File: config.mk
export PLATFORM = sky130hd
export DESIGN_NAME = sph_density_pressure
export DESIGN_NICKNAME = d
export VERILOG_FILES = /design/src/rtl/core/sphdp_pkg.sv /design/src/rtl/core/sphdp_dp.sv /design/src/rtl/core/sphdp_ctrl.sv /design/src/rtl/core/sph_density_pressure.sv
export SDC_FILE = /design/constraint.sdc
export NUM_CORES = 2
export LEC_CHECK = 0
export BUFFER_PORTS_ARGS = -buffer_cell sky130_fd_sc_hd__buf_2
export CAP_MARGIN = 10
export CELL_PAD_IN_SITES_DETAIL_PLACEMENT = 0
export CELL_PAD_IN_SITES_GLOBAL_PLACEMENT = 2
export CORE_UTILIZATION = 24
export CTS_BUF_LIST = sky130_fd_sc_hd__clkbuf_2 sky130_fd_sc_hd__clkbuf_4 sky130_fd_sc_hd__clkbuf_8
export DETAILED_ROUTE_END_ITERATION = 6
export PLACE_DENSITY = 0.5
export SYNTH_ARGS = -nofsm -noshare
export SYNTH_HDL_FRONTEND = slang
export SYNTH_HIERARCHICAL = 1
export SYNTH_SLANG_ARGS = --single-unit
File: constraint.sdc
create_clock -name i_clk -period 13.2 [get_ports i_clk]
set_input_delay 2.64 -clock i_clk [delete_from_list [all_inputs] [get_ports i_clk]]
set_output_delay 2.64 -clock i_clk [all_outputs]
set_load 0.01 [all_outputs]
File: src/rtl/core/sphdp_pkg.sv
// ============================================================================
// sphdp_pkg
// Shared types, constants and helpers for the SPH density / pressure block.
// ============================================================================
package sphdp_pkg;

    // Payload geometry
    localparam int OFFSET_WIDTH    = 16;   // signed offset component, Q4.12
    localparam int SUM_WIDTH       = 40;   // density accumulator, Q.16
    localparam int DENSITY_WIDTH   = 32;
    localparam int PRESSURE_WIDTH  = 40;
    localparam int CFG_DATA_WIDTH  = 32;
    localparam int CFG_INDEX_WIDTH = 3;
    localparam int IN_TDATA_WIDTH  = ((3 * OFFSET_WIDTH + 7) / 8) * 8;
    localparam int OUT_TDATA_WIDTH = ((DENSITY_WIDTH + PRESSURE_WIDTH + 7) / 8) * 8;

    // Shared multiplier and accumulator
    localparam int MUL_WIDTH  = 32;
    localparam int PROD_WIDTH = 2 * MUL_WIDTH;
    localparam int OPND_WIDTH = 2 * MUL_WIDTH;
    localparam int ACC_WIDTH  = 4 * MUL_WIDTH;

    localparam logic [SUM_WIDTH-1:0]      SUM_MAX      = {SUM_WIDTH{1'b1}};
    localparam logic [DENSITY_WIDTH-1:0]  DENSITY_MAX  = {DENSITY_WIDTH{1'b1}};
    localparam logic [PRESSURE_WIDTH-1:0] PRESSURE_MAX = {PRESSURE_WIDTH{1'b1}};
    localparam logic [OPND_WIDTH-1:0]     ONE_Q16      = 64'h0000_0000_0001_0000;
    localparam logic [32:0]               HUGE_LIMIT   = 33'h0_0000_FFFF;

    // Register reset values
    localparam logic [CFG_DATA_WIDTH-1:0] RST_RADIUS_SQ        = 32'd16777216;
    localparam logic [CFG_DATA_WIDTH-1:0] RST_KERNEL_SCALE     = 32'd65536;
    localparam logic [CFG_DATA_WIDTH-1:0] RST_DENSITY_FLOOR    = 32'd6553;
    localparam logic [CFG_DATA_WIDTH-1:0] RST_INV_REST_DENSITY = 32'd65536;
    localparam logic [CFG_DATA_WIDTH-1:0] RST_STIFFNESS        = 32'd65536;

    typedef enum logic [CFG_INDEX_WIDTH-1:0] {
        CFG_RADIUS_SQ        = 3'd0,
        CFG_KERNEL_SCALE     = 3'd1,
        CFG_DENSITY_FLOOR    = 3'd2,
        CFG_INV_REST_DENSITY = 3'd3,
        CFG_STIFFNESS        = 3'd4
    } t_cfg_idx;

    typedef struct packed {
        logic [CFG_DATA_WIDTH-1:0] radius_sq;
        logic [CFG_DATA_WIDTH-1:0] kernel_scale;
        logic [CFG_DATA_WIDTH-1:0] density_floor;
        logic [CFG_DATA_WIDTH-1:0] inv_rest_density;
        logic [CFG_DATA_WIDTH-1:0] stiffness;
    } t_cfg;

    // Weight of a partial product in the accumulator
    typedef enum logic [1:0] {
        SH_0  = 2'd0,
        SH_32 = 2'd1,
        SH_64 = 2'd2
    } t_shift;

    // Multiplier operand source
    typedef enum logic [1:0] {
        SRC_OPS   = 2'd0,
        SRC_MAG_X = 2'd1,
        SRC_MAG_Y = 2'd2,
        SRC_MAG_Z = 2'd3
    } t_src;

    // Result capture / operand load operations
    typedef enum logic [3:0] {
        LD_NONE  = 4'd0,
        LD_D     = 4'd1,
        LD_D2    = 4'd2,
        LD_D3    = 4'd3,
        LD_TERM  = 4'd4,
        LD_DENS  = 4'd5,
        LD_RATIO = 4'd6,
        LD_P2    = 4'd7,
        LD_P4    = 4'd8,
        LD_P6    = 4'd9,
        LD_P7    = 4'd10,
        LD_PZERO = 4'd11,
        LD_PRES  = 4'd12,
        LD_OUT   = 4'd13
    } t_ld;

    typedef struct packed {
        logic   load_in;
        logic   mul_valid;
        t_src   mul_src;
        logic   mul_a_hi;
        logic   mul_b_hi;
        t_shift mul_shift;
        logic   mul_clear;
        t_ld    ld;
    } t_cmd;

    typedef struct packed {
        logic skip;   // neighbor adds nothing (huge offset or outside radius)
        logic low;    // ratio^7 at or below 1.0
    } t_status;

    // floor(p >> 16), saturating to all ones past 64 bits
    function automatic logic [OPND_WIDTH-1:0] f_shr16_sat(input logic [ACC_WIDTH-1:0] p);
        logic [OPND_WIDTH-1:0] res;
        res = (|p[ACC_WIDTH-1:80]) ? {OPND_WIDTH{1'b1}} : p[79:16];
        return res;
    endfunction

    // floor(p >> 24), saturating to all ones past 64 bits
    function automatic logic [OPND_WIDTH-1:0] f_shr24_sat(input logic [ACC_WIDTH-1:0] p);
        logic [OPND_WIDTH-1:0] res;
        res = (|p[ACC_WIDTH-1:88]) ? {OPND_WIDTH{1'b1}} : p[87:24];
        return res;
    endfunction

    // Magnitude of a two's complement offset, same width
    function automatic logic [OFFSET_WIDTH-1:0] f_offset_mag(input logic [OFFSET_WIDTH-1:0] v);
        logic [OFFSET_WIDTH-1:0] res;
        res = v[OFFSET_WIDTH-1] ? (~v + 1'b1) : v;
        return res;
    endfunction

endpackage

File: src/rtl/core/sphdp_dp.sv
// ============================================================================
// sphdp_dp
// Datapath: shared 32x32 multiplier, 128-bit accumulator, operand and
// density/pressure registers, driven by controller commands.
// ============================================================================
module sphdp_dp (
    input  logic                                    i_clk,
    input  logic                                    i_rst_n,
    input  sphdp_pkg::t_cfg                         i_cfg,
    input  logic [sphdp_pkg::OFFSET_WIDTH-1:0]      i_offset_x,
    input  logic [sphdp_pkg::OFFSET_WIDTH-1:0]      i_offset_y,
    input  logic [sphdp_pkg::OFFSET_WIDTH-1:0]      i_offset_z,
    input  sphdp_pkg::t_cmd                         i_cmd,
    output sphdp_pkg::t_status                      o_status,
    output logic [sphdp_pkg::DENSITY_WIDTH-1:0]     o_density,
    output logic [sphdp_pkg::PRESSURE_WIDTH-1:0]    o_pressure,
    output logic                                    o_saturated
);

    // Input magnitudes
    logic [sphdp_pkg::OFFSET_WIDTH-1:0]   r_mag_x, r_mag_y, r_mag_z;
    logic [sphdp_pkg::OFFSET_WIDTH-1:0]   w_mag_x, w_mag_y, w_mag_z;
    logic                                 r_huge;
    logic                                 w_huge;

    // Multiplier pipe
    logic [sphdp_pkg::OPND_WIDTH-1:0]     r_opa, r_opb;
    logic [sphdp_pkg::MUL_WIDTH-1:0]      w_mul_a, w_mul_b;
    logic [sphdp_pkg::PROD_WIDTH-1:0]     w_prod;
    logic [sphdp_pkg::PROD_WIDTH-1:0]     r_pp;
    logic                                 r_pp_valid;
    logic                                 r_pp_clear;
    sphdp_pkg::t_shift                    r_pp_shift;
    logic [sphdp_pkg::ACC_WIDTH-1:0]      w_addend;
    logic [sphdp_pkg::ACC_WIDTH-1:0]      w_acc_base;
    logic [sphdp_pkg::ACC_WIDTH-1:0]      r_acc;

    // Derived results
    logic [sphdp_pkg::CFG_DATA_WIDTH-1:0] w_d;
    logic [sphdp_pkg::OPND_WIDTH-1:0]     w_shr16, w_shr24;
    logic [64:0]                          w_tsum;
    logic                                 w_sum_ovf;
    logic                                 w_dens_big;
    logic [sphdp_pkg::DENSITY_WIDTH-1:0]  w_dens_raw, w_dens;
    logic                                 w_pres_big;
    logic [sphdp_pkg::PRESSURE_WIDTH-1:0] w_pres;

    // Particle state
    logic [sphdp_pkg::SUM_WIDTH-1:0]      r_sum;
    logic                                 r_sticky;
    logic [sphdp_pkg::OPND_WIDTH-1:0]     r_ratio, r_p2;
    logic [sphdp_pkg::DENSITY_WIDTH-1:0]  r_dens;
    logic                                 r_sat;
    logic [sphdp_pkg::PRESSURE_WIDTH-1:0] r_pres;
    logic [sphdp_pkg::DENSITY_WIDTH-1:0]  r_out_density;
    logic [sphdp_pkg::PRESSURE_WIDTH-1:0] r_out_pressure;
    logic                                 r_out_sat;

    assign w_mag_x = sphdp_pkg::f_offset_mag(i_offset_x);
    assign w_mag_y = sphdp_pkg::f_offset_mag(i_offset_y);
    assign w_mag_z = sphdp_pkg::f_offset_mag(i_offset_z);
    assign w_huge  = (33'(w_mag_x) > sphdp_pkg::HUGE_LIMIT) |
                     (33'(w_mag_y) > sphdp_pkg::HUGE_LIMIT) |
                     (33'(w_mag_z) > sphdp_pkg::HUGE_LIMIT);

    // Operand select
    always_comb begin
        case (i_cmd.mul_src)
            sphdp_pkg::SRC_MAG_X: begin
                w_mul_a = 32'(r_mag_x);
                w_mul_b = 32'(r_mag_x);
            end
            sphdp_pkg::SRC_MAG_Y: begin
                w_mul_a = 32'(r_mag_y);
                w_mul_b = 32'(r_mag_y);
            end
            sphdp_pkg::SRC_MAG_Z: begin
                w_mul_a = 32'(r_mag_z);
                w_mul_b = 32'(r_mag_z);
            end
            default: begin
                w_mul_a = i_cmd.mul_a_hi ? r_opa[63:32] : r_opa[31:0];
                w_mul_b = i_cmd.mul_b_hi ? r_opb[63:32] : r_opb[31:0];
            end
        endcase
    end

    assign w_prod = w_mul_a * w_mul_b;

    // Partial product weight
    always_comb begin
        case (r_pp_shift)
            sphdp_pkg::SH_0:  w_addend = 128'(r_pp);
            sphdp_pkg::SH_32: w_addend = 128'(r_pp) << 32;
            sphdp_pkg::SH_64: w_addend = 128'(r_pp) << 64;
            default:          w_addend = 128'(r_pp);
        endcase
    end

    assign w_acc_base = r_pp_clear ? '0 : r_acc;

    // Results read off the accumulator
    assign w_d     = i_cfg.radius_sq - r_acc[31:0];
    assign w_shr16 = sphdp_pkg::f_shr16_sat(r_acc);
    assign w_shr24 = sphdp_pkg::f_shr24_sat(r_acc);

    assign o_status.skip = r_huge | (r_acc >= 128'(i_cfg.radius_sq));
    assign o_status.low  = (w_shr16 <= sphdp_pkg::ONE_Q16);

    // Saturating density sum
    assign w_tsum    = 65'(r_sum) + 65'(w_shr24);
    assign w_sum_ovf = w_tsum > 65'(sphdp_pkg::SUM_MAX);

    // Density clamp
    assign w_dens_big = r_sticky | (65'(r_sum) > 65'(sphdp_pkg::DENSITY_MAX));
    assign w_dens_raw = w_dens_big ? sphdp_pkg::DENSITY_MAX : r_sum[31:0];
    assign w_dens     = (w_dens_raw < i_cfg.density_floor) ? i_cfg.density_floor
                                                            : w_dens_raw;

    // Pressure: product >> 16 must fit 40 bits
    assign w_pres_big = |r_acc[sphdp_pkg::ACC_WIDTH-1:56];
    assign w_pres     = w_pres_big ? sphdp_pkg::PRESSURE_MAX : r_acc[55:16];

    // Control and particle state
    always_ff @(posedge i_clk) begin
        if (!i_rst_n) begin
            r_pp_valid <= 1'b0;
            r_sum      <= '0;
            r_sticky   <= 1'b0;
        end else begin
            r_pp_valid <= i_cmd.mul_valid;
            case (i_cmd.ld)
                sphdp_pkg::LD_TERM: begin
                    if (w_sum_ovf) begin
                        r_sum    <= sphdp_pkg::SUM_MAX;
                        r_sticky <= 1'b1;
                    end else begin
                        r_sum <= sphdp_pkg::SUM_WIDTH'(w_tsum);
                    end
                end
                sphdp_pkg::LD_OUT: begin
                    r_sum    <= '0;
                    r_sticky <= 1'b0;
                end
                default: ;
            endcase
        end
    end

    // Payload
    always_ff @(posedge i_clk) begin
        if (i_cmd.load_in) begin
            r_mag_x <= w_mag_x;
            r_mag_y <= w_mag_y;
            r_mag_z <= w_mag_z;
            r_huge  <= w_huge;
        end

        r_pp       <= w_prod;
        r_pp_clear <= i_cmd.mul_clear;
        r_pp_shift <= i_cmd.mul_shift;
        if (r_pp_valid) begin
            r_acc <= w_acc_base + w_addend;
        end

        case (i_cmd.ld)
            sphdp_pkg::LD_D: begin
                r_opa <= 64'(w_d);
                r_opb <= 64'(w_d);
            end
            sphdp_pkg::LD_D2: begin
                r_opb <= w_shr24;          // d2 = d*d >> 24; opa keeps d
            end
            sphdp_pkg::LD_D3: begin
                r_opa <= 64'(i_cfg.kernel_scale);
                r_opb <= w_shr24;
            end
            sphdp_pkg::LD_DENS: begin
                r_dens <= w_dens;
                r_sat  <= w_dens_big;
                r_opa  <= 64'(w_dens);
                r_opb  <= 64'(i_cfg.inv_rest_density);
            end
            sphdp_pkg::LD_RATIO: begin
                r_ratio <= w_shr16;
                r_opa   <= w_shr16;
                r_opb   <= w_shr16;
            end
            sphdp_pkg::LD_P2: begin
                r_p2  <= w_shr16;
                r_opa <= w_shr16;
                r_opb <= w_shr16;
            end
            sphdp_pkg::LD_P4: begin
                r_opa <= w_shr16;
                r_opb <= r_p2;
            end
            sphdp_pkg::LD_P6: begin
                r_opa <= w_shr16;
                r_opb <= r_ratio;
            end
            sphdp_pkg::LD_P7: begin
                r_opa <= 64'(i_cfg.stiffness);
                r_opb <= w_shr16 - sphdp_pkg::ONE_Q16;
            end
            sphdp_pkg::LD_PZERO: begin
                r_pres <= '0;
            end
            sphdp_pkg::LD_PRES: begin
                r_pres <= w_pres;
                r_sat  <= r_sat | w_pres_big;
            end
            sphdp_pkg::LD_OUT: begin
                r_out_density  <= r_dens;
                r_out_pressure <= r_pres;
                r_out_sat      <= r_sat;
            end
            default: ;
        endcase
    end

    assign o_density   = r_out_density;
    assign o_pressure  = r_out_pressure;
    assign o_saturated = r_out_sat;

endmodule

File: src/rtl/core/sphdp_ctrl.sv
// ============================================================================
// sphdp_ctrl
// Controller: sequences partial products, captures and the output handshake.
// ============================================================================
module sphdp_ctrl (
    input  logic                i_clk,
    input  logic                i_rst_n,
    input  logic                i_s_valid,
    input  logic                i_s_last,
    output logic                o_s_ready,
    input  logic                i_m_ready,
    output logic                o_m_valid,
    input  sphdp_pkg::t_status  i_status,
    output sphdp_pkg::t_cmd     o_cmd
);

    typedef enum logic [13:0] {
        S_IDLE  = 14'b00000000000001,
        S_SQ    = 14'b00000000000010,
        S_DSQ   = 14'b00000000000100,
        S_DCUBE = 14'b00000000001000,
        S_TERM  = 14'b00000000010000,
        S_DENS  = 14'b00000000100000,
        S_RATIO = 14'b00000001000000,
        S_P2    = 14'b00000010000000,
        S_P4    = 14'b00000100000000,
        S_P6    = 14'b00001000000000,
        S_P7    = 14'b00010000000000,
        S_PRES  = 14'b00100000000000,
        S_OUT   = 14'b01000000000000
    } t_state;

    t_state     r_state, n_state;
    logic [2:0] r_step, n_step;
    logic       r_last;
    logic       r_m_valid, n_m_valid;
    logic [2:0] w_count;
    logic       w_issue, w_capture, w_accept, w_out_free;

    // partial products per multiply state
    always_comb begin
        case (r_state)
            S_SQ:    w_count = 3'd3;
            S_DSQ:   w_count = 3'd1;
            S_DCUBE: w_count = 3'd2;
            S_TERM:  w_count = 3'd2;
            S_RATIO: w_count = 3'd1;
            S_P2:    w_count = 3'd4;
            S_P4:    w_count = 3'd4;
            S_P6:    w_count = 3'd4;
            S_P7:    w_count = 3'd4;
            S_PRES:  w_count = 3'd2;
            default: w_count = 3'd0;
        endcase
    end

    assign o_s_ready  = (r_state == S_IDLE);
    assign w_accept   = i_s_valid & o_s_ready;
    assign w_out_free = ~r_m_valid | i_m_ready;
    assign w_issue    = (r_step < w_count);
    // capture once the last partial product has passed r_pp into r_acc
    assign w_capture  = (w_count != 3'd0) && (r_step == w_count + 3'd1);

    always_comb begin
        o_cmd           = '0;
        o_cmd.mul_src   = sphdp_pkg::SRC_OPS;
        o_cmd.mul_shift = sphdp_pkg::SH_0;
        o_cmd.ld        = sphdp_pkg::LD_NONE;
        n_state         = r_state;
        n_step          = r_step;
        n_m_valid       = r_m_valid & ~i_m_ready;

        // partial product issue
        if (w_issue) begin
            o_cmd.mul_valid = 1'b1;
            o_cmd.mul_clear = (r_step == 3'd0);
            if (r_state == S_SQ) begin
                case (r_step)
                    3'd0:    o_cmd.mul_src = sphdp_pkg::SRC_MAG_X;
                    3'd1:    o_cmd.mul_src = sphdp_pkg::SRC_MAG_Y;
                    default: o_cmd.mul_src = sphdp_pkg::SRC_MAG_Z;
                endcase
            end else begin
                case (r_step)
                    3'd1: begin
                        o_cmd.mul_b_hi  = 1'b1;
                        o_cmd.mul_shift = sphdp_pkg::SH_32;
                    end
                    3'd2: begin
                        o_cmd.mul_a_hi  = 1'b1;
                        o_cmd.mul_shift = sphdp_pkg::SH_32;
                    end
                    3'd3: begin
                        o_cmd.mul_a_hi  = 1'b1;
                        o_cmd.mul_b_hi  = 1'b1;
                        o_cmd.mul_shift = sphdp_pkg::SH_64;
                    end
                    default: ;
                endcase
            end
        end

        if (w_capture) begin
            n_step = 3'd0;
        end else if (w_count != 3'd0) begin
            n_step = r_step + 3'd1;
        end

        case (r_state)
            S_IDLE: begin
                if (w_accept) begin
                    o_cmd.load_in = 1'b1;
                    n_state       = S_SQ;
                    n_step        = 3'd0;
                end
            end
            S_SQ: begin
                if (w_capture) begin
                    if (i_status.skip) begin
                        n_state = r_last ? S_DENS : S_IDLE;
                    end else begin
                        o_cmd.ld = sphdp_pkg::LD_D;
                        n_state  = S_DSQ;
                    end
                end
            end
            S_DSQ: begin
                if (w_capture) begin
                    o_cmd.ld = sphdp_pkg::LD_D2;
                    n_state  = S_DCUBE;
                end
            end
            S_DCUBE: begin
                if (w_capture) begin
                    o_cmd.ld = sphdp_pkg::LD_D3;
                    n_state  = S_TERM;
                end
            end
            S_TERM: begin
                if (w_capture) begin
                    o_cmd.ld = sphdp_pkg::LD_TERM;
                    n_state  = r_last ? S_DENS : S_IDLE;
                end
            end
            S_DENS: begin
                o_cmd.ld = sphdp_pkg::LD_DENS;
                n_state  = S_RATIO;
                n_step   = 3'd0;
            end
            S_RATIO: begin
                if (w_capture) begin
                    o_cmd.ld = sphdp_pkg::LD_RATIO;
                    n_state  = S_P2;
                end
            end
            S_P2: begin
                if (w_capture) begin
                    o_cmd.ld = sphdp_pkg::LD_P2;
                    n_state  = S_P4;
                end
            end
            S_P4: begin
                if (w_capture) begin
                    o_cmd.ld = sphdp_pkg::LD_P4;
                    n_state  = S_P6;
                end
            end
            S_P6: begin
                if (w_capture) begin
                    o_cmd.ld = sphdp_pkg::LD_P6;
                    n_state  = S_P7;
                end
            end
            S_P7: begin
                if (w_capture) begin
                    if (i_status.low) begin
                        o_cmd.ld = sphdp_pkg::LD_PZERO;
                        n_state  = S_OUT;
                    end else begin
                        o_cmd.ld = sphdp_pkg::LD_P7;
                        n_state  = S_PRES;
                    end
                end
            end
            S_PRES: begin
                if (w_capture) begin
                    o_cmd.ld = sphdp_pkg::LD_PRES;
                    n_state  = S_OUT;
                end
            end
            S_OUT: begin
                // wait for the output register to drain
                if (w_out_free) begin
                    o_cmd.ld  = sphdp_pkg::LD_OUT;
                    n_m_valid = 1'b1;
                    n_state   = S_IDLE;
                end
            end
            default: begin
                n_state = S_IDLE;
                n_step  = 3'd0;
            end
        endcase
    end

    always_ff @(posedge i_clk) begin
        if (!i_rst_n) begin
            r_state   <= S_IDLE;
            r_step    <= 3'd0;
            r_last    <= 1'b0;
            r_m_valid <= 1'b0;
        end else begin
            r_state   <= n_state;
            r_step    <= n_step;
            r_m_valid <= n_m_valid;
            if (w_accept) begin
                r_last <= i_s_last;
            end
        end
    end

    assign o_m_valid = r_m_valid;

endmodule

File: src/rtl/core/sph_density_pressure.sv
// ============================================================================
// sph_density_pressure
// SPH poly6 density accumulation and Tait pressure for one particle at a time.
// ============================================================================
// Usage:
//   Configuration: write registers through i_cfg_valid/i_cfg_index/i_cfg_data
//   while the block is idle; o_cfg_ready is always high. Index 0 radius_sq,
//   1 kernel_scale, 2 density_floor, 3 inv_rest_density, 4 stiffness; other
//   indexes are ignored.
//   Input: one item per neighbor offset (the particle itself at zero offset),
//   s_axis_tlast on the particle's final neighbor. Output: one item per
//   particle carrying density, pressure and the saturation flag.
//   Timing: all multiplies share one 32x32 multiplier feeding a 128-bit
//   accumulator, so items are taken one at a time. A neighbor inside the
//   radius goes through the accept, the sum of squares, then d^2, d^3 and
//   the kernel term; one outside the radius stops after the squares. The
//   last neighbor then adds the density clamp, ratio and the ratio^7 /
//   stiffness products (the stiffness product is skipped when ratio^7 is at
//   or below 1.0), after which the item lands in the output register.
//   Stall: the output register holds its item until m_axis_tready; new
//   neighbors keep being taken meanwhile, and only a second finished
//   particle waits for the register to empty.
//   Reset (i_rst_n low, synchronous): registers return to their defaults,
//   the density sum clears and any pending output item is dropped.
// ============================================================================
module sph_density_pressure (
    input  logic                                     i_clk,
    input  logic                                     i_rst_n,

    // Configuration write channel
    input  logic                                     i_cfg_valid,
    output logic                                     o_cfg_ready,
    input  logic [sphdp_pkg::CFG_INDEX_WIDTH-1:0]    i_cfg_index,
    input  logic [sphdp_pkg::CFG_DATA_WIDTH-1:0]     i_cfg_data,

    // Neighbor offsets in
    input  logic                                     s_axis_tvalid,
    output logic                                     s_axis_tready,
    input  logic [sphdp_pkg::IN_TDATA_WIDTH-1:0]     s_axis_tdata,  // offset_x, offset_y, offset_z
    input  logic                                     s_axis_tlast,  // last_neighbor

    // Density / pressure out
    output logic                                     m_axis_tvalid,
    input  logic                                     m_axis_tready,
    output logic [sphdp_pkg::OUT_TDATA_WIDTH-1:0]    m_axis_tdata,  // density, pressure
    output logic [0:0]                               m_axis_tuser   // saturated
);

    localparam int OW = sphdp_pkg::OFFSET_WIDTH;

    sphdp_pkg::t_cfg                       r_cfg;
    sphdp_pkg::t_cmd                       w_cmd;
    sphdp_pkg::t_status                    w_status;
    logic [sphdp_pkg::DENSITY_WIDTH-1:0]   w_density;
    logic [sphdp_pkg::PRESSURE_WIDTH-1:0]  w_pressure;
    logic                                  w_saturated;
    logic                                  w_cfg_write;

    // Configuration registers; the sender must write them only while idle, the block does not enforce it
    assign o_cfg_ready = 1'b1;
    assign w_cfg_write = i_cfg_valid & o_cfg_ready;

    always_ff @(posedge i_clk) begin
        if (!i_rst_n) begin
            r_cfg.radius_sq        <= sphdp_pkg::RST_RADIUS_SQ;
            r_cfg.kernel_scale     <= sphdp_pkg::RST_KERNEL_SCALE;
            r_cfg.density_floor    <= sphdp_pkg::RST_DENSITY_FLOOR;
            r_cfg.inv_rest_density <= sphdp_pkg::RST_INV_REST_DENSITY;
            r_cfg.stiffness        <= sphdp_pkg::RST_STIFFNESS;
        end else if (w_cfg_write) begin
            case (sphdp_pkg::t_cfg_idx'(i_cfg_index))
                sphdp_pkg::CFG_RADIUS_SQ:        r_cfg.radius_sq        <= i_cfg_data;
                sphdp_pkg::CFG_KERNEL_SCALE:     r_cfg.kernel_scale     <= i_cfg_data;
                sphdp_pkg::CFG_DENSITY_FLOOR:    r_cfg.density_floor    <= i_cfg_data;
                sphdp_pkg::CFG_INV_REST_DENSITY: r_cfg.inv_rest_density <= i_cfg_data;
                sphdp_pkg::CFG_STIFFNESS:        r_cfg.stiffness        <= i_cfg_data;
                default: ;  // unknown index: ignored
            endcase
        end
    end

    // Sequencer
    sphdp_ctrl u_ctrl (
        .i_clk     (i_clk),
        .i_rst_n   (i_rst_n),
        .i_s_valid (s_axis_tvalid),
        .i_s_last  (s_axis_tlast),
        .o_s_ready (s_axis_tready),
        .i_m_ready (m_axis_tready),
        .o_m_valid (m_axis_tvalid),
        .i_status  (w_status),
        .o_cmd     (w_cmd)
    );

    // Arithmetic
    sphdp_dp u_dp (
        .i_clk       (i_clk),
        .i_rst_n     (i_rst_n),
        .i_cfg       (r_cfg),
        .i_offset_x  (s_axis_tdata[OW-1:0]),
        .i_offset_y  (s_axis_tdata[2*OW-1:OW]),
        .i_offset_z  (s_axis_tdata[3*OW-1:2*OW]),
        .i_cmd       (w_cmd),
        .o_status    (w_status),
        .o_density   (w_density),
        .o_pressure  (w_pressure),
        .o_saturated (w_saturated)
    );

    // density in the low bits, pressure above it
    assign m_axis_tdata = sphdp_pkg::OUT_TDATA_WIDTH'({w_pressure, w_density});
    assign m_axis_tuser = w_saturated;

endmodule

Word level (Yosys, flattened, before mapping). Cells that the tools add are included. Widths: inputs -> output; s select.

Add/sub/neg operators: 9. Multipliers: 1. Div/mod/pow operators: 0. Magnitude comparators: 6. Eq/ne operators: 52. Shift operators: 0. Mux-type cells: 68. Bitwise gates (word level): 11. Reduce and logical (&&, ||, !) cells: 30.

Operators by type and width (number): $pmux 64 s7 (1); $pmux 64 s5 (1); $pmux 128 s2 (1); $pmux 32 s3 (2); $mux 14 (13); $pmux 14 s13 (1); $pmux 40 s2 (2); $add 128x128->128 (1); $ge 128x32->1 (1); $mux 128 (1); $mux 32 (4); $mux 64 (2); $mux 40 (2); $reduce_or 72->1 (1); $add 40x64->65 (1); $gt 65x40->1 const B (1); $le 64x17->1 const B (1); $mul 32x32->64 (1); $sub 64x17->64 const B (1); $add 16x1->16 const B (3); $not 16->16 (3); $pmux 4 s12 (1); $reduce_or 48->1 (1); $mux 15 (3); other kinds (57) (128).

Register bits: 866. Latch bits: 0. Bits in writable memories: 0. ROM bits: 0. Bits of input ports: 89. Output and inout port bits: 76. Word-level logic and storage cells: 209. Memories: 0.

Depth between registers and ports, before layout.
Depth after elaboration: 11. Depth in mapped cells: 50. Mapped depth without buffers: 44.

Cells and area by module. The synthesis kept the hierarchy.

Modules (own cells, without submodules): sphdp_dp (times used 1, cells each 8381, area an instance 76988.8 um2, sequential area each 19538.7 um2); sph_density_pressure (times used 1, cells each 569, area an instance 5921.9 um2, sequential area each 3203.1 um2); sphdp_ctrl (times used 1, cells each 231, area an instance 1641.6 um2, sequential area each 360.3 um2).

Worst setup path after synthesis. No wires, ideal clock.

Path type: reg2reg. Start: register u_ctrl.r_state[1]. End: register u_dp/r_pp[63] (netlist bit). Setup time: 0.072 ns. Data arrival time: 11.369 ns. Required time: 13.128 ns. Slack: 1.759 ns. Cell stages (with the launch flop): 47. Buffers on the path: 8. Path through: dfxtp_1 -> buf_2 -> or4_1 -> buf_2 -> or3_1 -> o22ai_2 -> inv_1 -> ha_1 -> nor2b_1 -> o21ai_0 -> nand2b_1 -> inv_1 -> nand2_1 -> nor2_1 -> clkbuf_1 -> clkbuf_1 -> buf_1 -> mux2i_1 -> [... 11 more ...] -> fa_1 -> fa_1 -> fa_1 -> inv_1 -> fa_1 -> inv_1 -> ha_1 -> clkbuf_1 -> nand2_1 -> or2_2 -> nor4_1 -> a2111o_1 -> a21oi_1 -> o211ai_1 -> o41ai_1 -> or3_1 -> a311oi_1 -> xnor2_1.

RTL lines: start: declaration (line sphdp_ctrl.sv:33) `t_state r_state, n_state;`; start signal: assignment (line sphdp_ctrl.sv:213) `r_state <= n_state;`; end signal: assignment (line sphdp_dp.sv:159) `r_pp <= w_prod;`; end: declaration (line sphdp_dp.sv:30) `logic [sphdp_pkg::PROD_WIDTH-1:0] r_pp;`.

==> flow_summary.toml <==
[global_route]
grt-ovfl-total = 0
grt_max_degree = 97
grt_usage = 0.231
grt_pass1_vias = 71900
antenna_found_initial = 69
grt_pass1_wl_mm = 579

[clock_network]
clockBufferDepth = 4
clock_latency_ns = 1.03
cts_sinks = 865
postCtsHoldBufs = 0
cts_htree_levels = 4
numCtsBuffers = 178
root_buffer = "clkbuf_8"
cts_tree = "yes"
clk_pin_slew_ns = 0.06

[worst_hold_path]
hp-class = "reg2reg"
hold-path-cell-count = 0
hp-start = "u_dp/r_dens[7]$_DFFE_PP_"

[timing]
hold_violations = 0
drv_slew = 0
max_freq_mhz = 78.2
setup_viol = 0
period_share = 0.969
hold_ws_ns = 0.341
fin_worst_skew_ns = 0.167
setup_tns_ns = 0
tightest_slew_ns = 1.36
max-slew-margin-rel = 0.0874
period_minus_slack_ns = 12.79

[finish]
final.fill_count = 37500
finalInstanceArea_um2 = 96000
postLayoutCoreUtil = 0.274
layout-drive-gt1-share = 0.110
syn_to_final_growth_pct = 13.5
nets = 10900

[floorplanning]
die_area_um2 = 355000
initial_core_util = 0.242
ioPinCount = 165
core.rowCount = 217
die_width_um = 596
core_area_um2 = 350000
die_y_um = 596

[yosys]
synth-seq-area-share = 0.273
yosys_register_bits = 865
synth_warnings = 6
syn_inst = 9181
ys_types = 106
ys_top_cells_by_area = "fa_1 (21%), edfxtp_1 (21%), ha_1 (8.0%), dfxtp_1 (6.8%), inv_1 (5.1%)"
ys_async_sr_fraction = 0
ys.flop_type = "edfxtp_1"
yosys.area.top_type_share = 0.213
synth_edf_count = 578
avgSynthCellArea_um2 = 9.21
synth_nets = 10700
synth_area_leader_cell = "fa_1"
syn-cell-area_um2 = 84600

[detailed_routing]
routed_wl_mm = 416
num_vias = 70400
drcViolationCount = 0
routed_via_density = 4.99
drtIter0Drc = 6677
postRouteAntennaNets = 0
wire_per_inst_um = 29.5
dr.pass1.iters = 6

[setup_path]
crit_path_start_kind = "flop"
worstRegToRegCells = 40
worstPathArrival_ns = 13.55
worst_ep_required_time_ns = 13.96
cpPeakStageDelay_ns = 0.64
slowest_stage = "or4_1"
crit_fanout = 11
crit_path_end_kind = "flop"
critPathKind = "reg2reg"
critPathLaunch = "u_ctrl/r_state[2]$_SDFFE_PN0P_"
cpMostUsedCell = "fa_1"
worstReg2RegStart = "u_ctrl/r_state[2]$_SDFFE_PN0P_"

[placed_design]
gp_congestion = 0.923
place_area_um2 = 91900
dpl.hpwl_mm = 339
port_buffers = 163

[power]
leakagePower_nw = 41.5
peakVddDrop_mv = 0.263
p_total_mw = 15.7
power_density_nw_per_um2 = 163

[status]
outcome = "completed"

[run]
drv_cap = 0
-- final cells by class --
type | instances | area [um^2] | area share
clock inverter | 74 | 597 | 0.00622
sequential | 865 | 23100 | 0.241
tap | 4599 | 5750 | 0.0600
antenna | 23 | 57.6 | 0.000600
multi-input combinational | 6635 | 55400 | 0.577
timing repair buffer | 491 | 3510 | 0.0365
inverter | 1160 | 4360 | 0.0454
clock buffer | 254 | 3160 | 0.0330
-- cell usage after synthesis, drive strengths merged, types with 41 or more instances --
cell	number
a21o	150
a21oi	486
a221o	43
a222oi	46
a22o	86
a311oi	51
a31oi	56
and2	124
buf	80
clkbuf	442
dfxtp	287
edfxtp	578
fa	899
ha	541
inv	1160
mux2	79
mux2i	204
nand2	1043
nand2b	109
nand3	133
nand4	107
nor2	934
nor2b	158
nor3	115
nor4	41
o21a	56
o21ai	290
o21bai	63
or2	50
xnor2	222
xor2	95
-- cell usage in the layout, fill, tap and decap left out, types with 255 or more instances in the layout --
cell | netlist | final
inv_1 | 1160 | 1157
nand2_1 | 1042 | 1038
nor2_1 | 932 | 919
fa_1 | 899 | 899
edfxtp_1 | 578 | 578
ha_1 | 541 | 540
a21oi_1 | 485 | 484
buf_4 | 13 | 307
dfxtp_1 | 287 | 285
o21ai_0 | 267 | 255
-- sequential cells by signal (all words and copies together) (netlist names), 3 cells and up --
name and count:
u_dp/o_density 32, u_dp/r_dens 32, u_dp/r_acc 128, u_dp/r_mag_x 16, u_dp/r_opb 64, u_dp/r_p2 64
u_dp/r_sum 40, u_dp/r_mag_y 16, u_dp/r_pp 64, u_ctrl/r_step 3, r_cfg 160, u_dp/o_pressure 40
u_dp/r_pres 40, u_dp/r_ratio 64, u_dp/r_opa 64, u_dp/r_mag_z 16, u_ctrl/r_state 13
-- worst max-delay path, delay by kind of cell (launching register included) --
kind                       cells  cell delay [ns]
AOI/OAI and AO/OA             10             3.07
xor gates and xnor gates       1             0.15
adders and majority gates     10             4.73
buffers and inverters          9             1.19
DFF                            1             0.40
muxes                          1             0.26
and+or+nand+nor                9             2.76
-- per-layer routing --
| layer | vias to the layer above | wire, um | global-route usage |
|---|---|---|---|
| met4 | 30 | 11500 | 0.0596 |
| met2 | 2294 | 181000 | 0.351 |
| li1 | 31200 | - | - |
| met5 | - | 186 | 0 |
| met3 | 402 | 26100 | 0.0370 |
| met1 | 36400 | 198000 | 0.336 |
-- cells by family after synthesis --
family / Yosys count / synth area share
buffers and inverters: 1682 / 0.0766
other: 1 / 0.0000444
AO/OA/AOI/OAI: 1629 / 0.129
flip-flops: 865 / 0.273
AND/OR/NAND/NOR: 2964 / 0.160
adder cells (fa/ha/maj): 1440 / 0.293
XOR/XNOR: 317 / 0.0328
multiplexers: 283 / 0.0347
-- through the flow --
stage / setup slack, ns / cells
after floorplan: 1.76 / 9181
after global placement: -0.612 / 13700
after detailed placement: -0.232 / 13700
after CTS: 0.0634 / 14100
after global routing: -0.0299 / 14100
final: 0.408 / 14100
-- power by group --
group          switching (mW)  leakage, nW  internal [mW]
combinational            5.95         32.0           2.99
sequential              0.431         7.47           3.20
clock                    1.38         1.99           1.71
-- final timing paths --
kind	slack, ns	endpoint
worst max-delay path	0.41	u_dp/r_pp[40]$_DFF_P_
worst min-delay path	0.34	u_dp/o_density[7]$_DFFE_PP_
worst max register to register	0.41	u_dp/r_pp[40]$_DFF_P_
worst min register to register	0.34	u_dp/o_density[7]$_DFFE_PP_
-- repair_timing --
action / CTS / global route
gates resized for setup: 2 / 22
endpoints found under the hold margin: 0 / 0
cloned: 0 / 1
pin swaps: 0 / 3
setup endpoints to repair: 4 / 23
buffers inserted: 0 / 5
No activity file was read; power rests on OpenSTA's default activity.
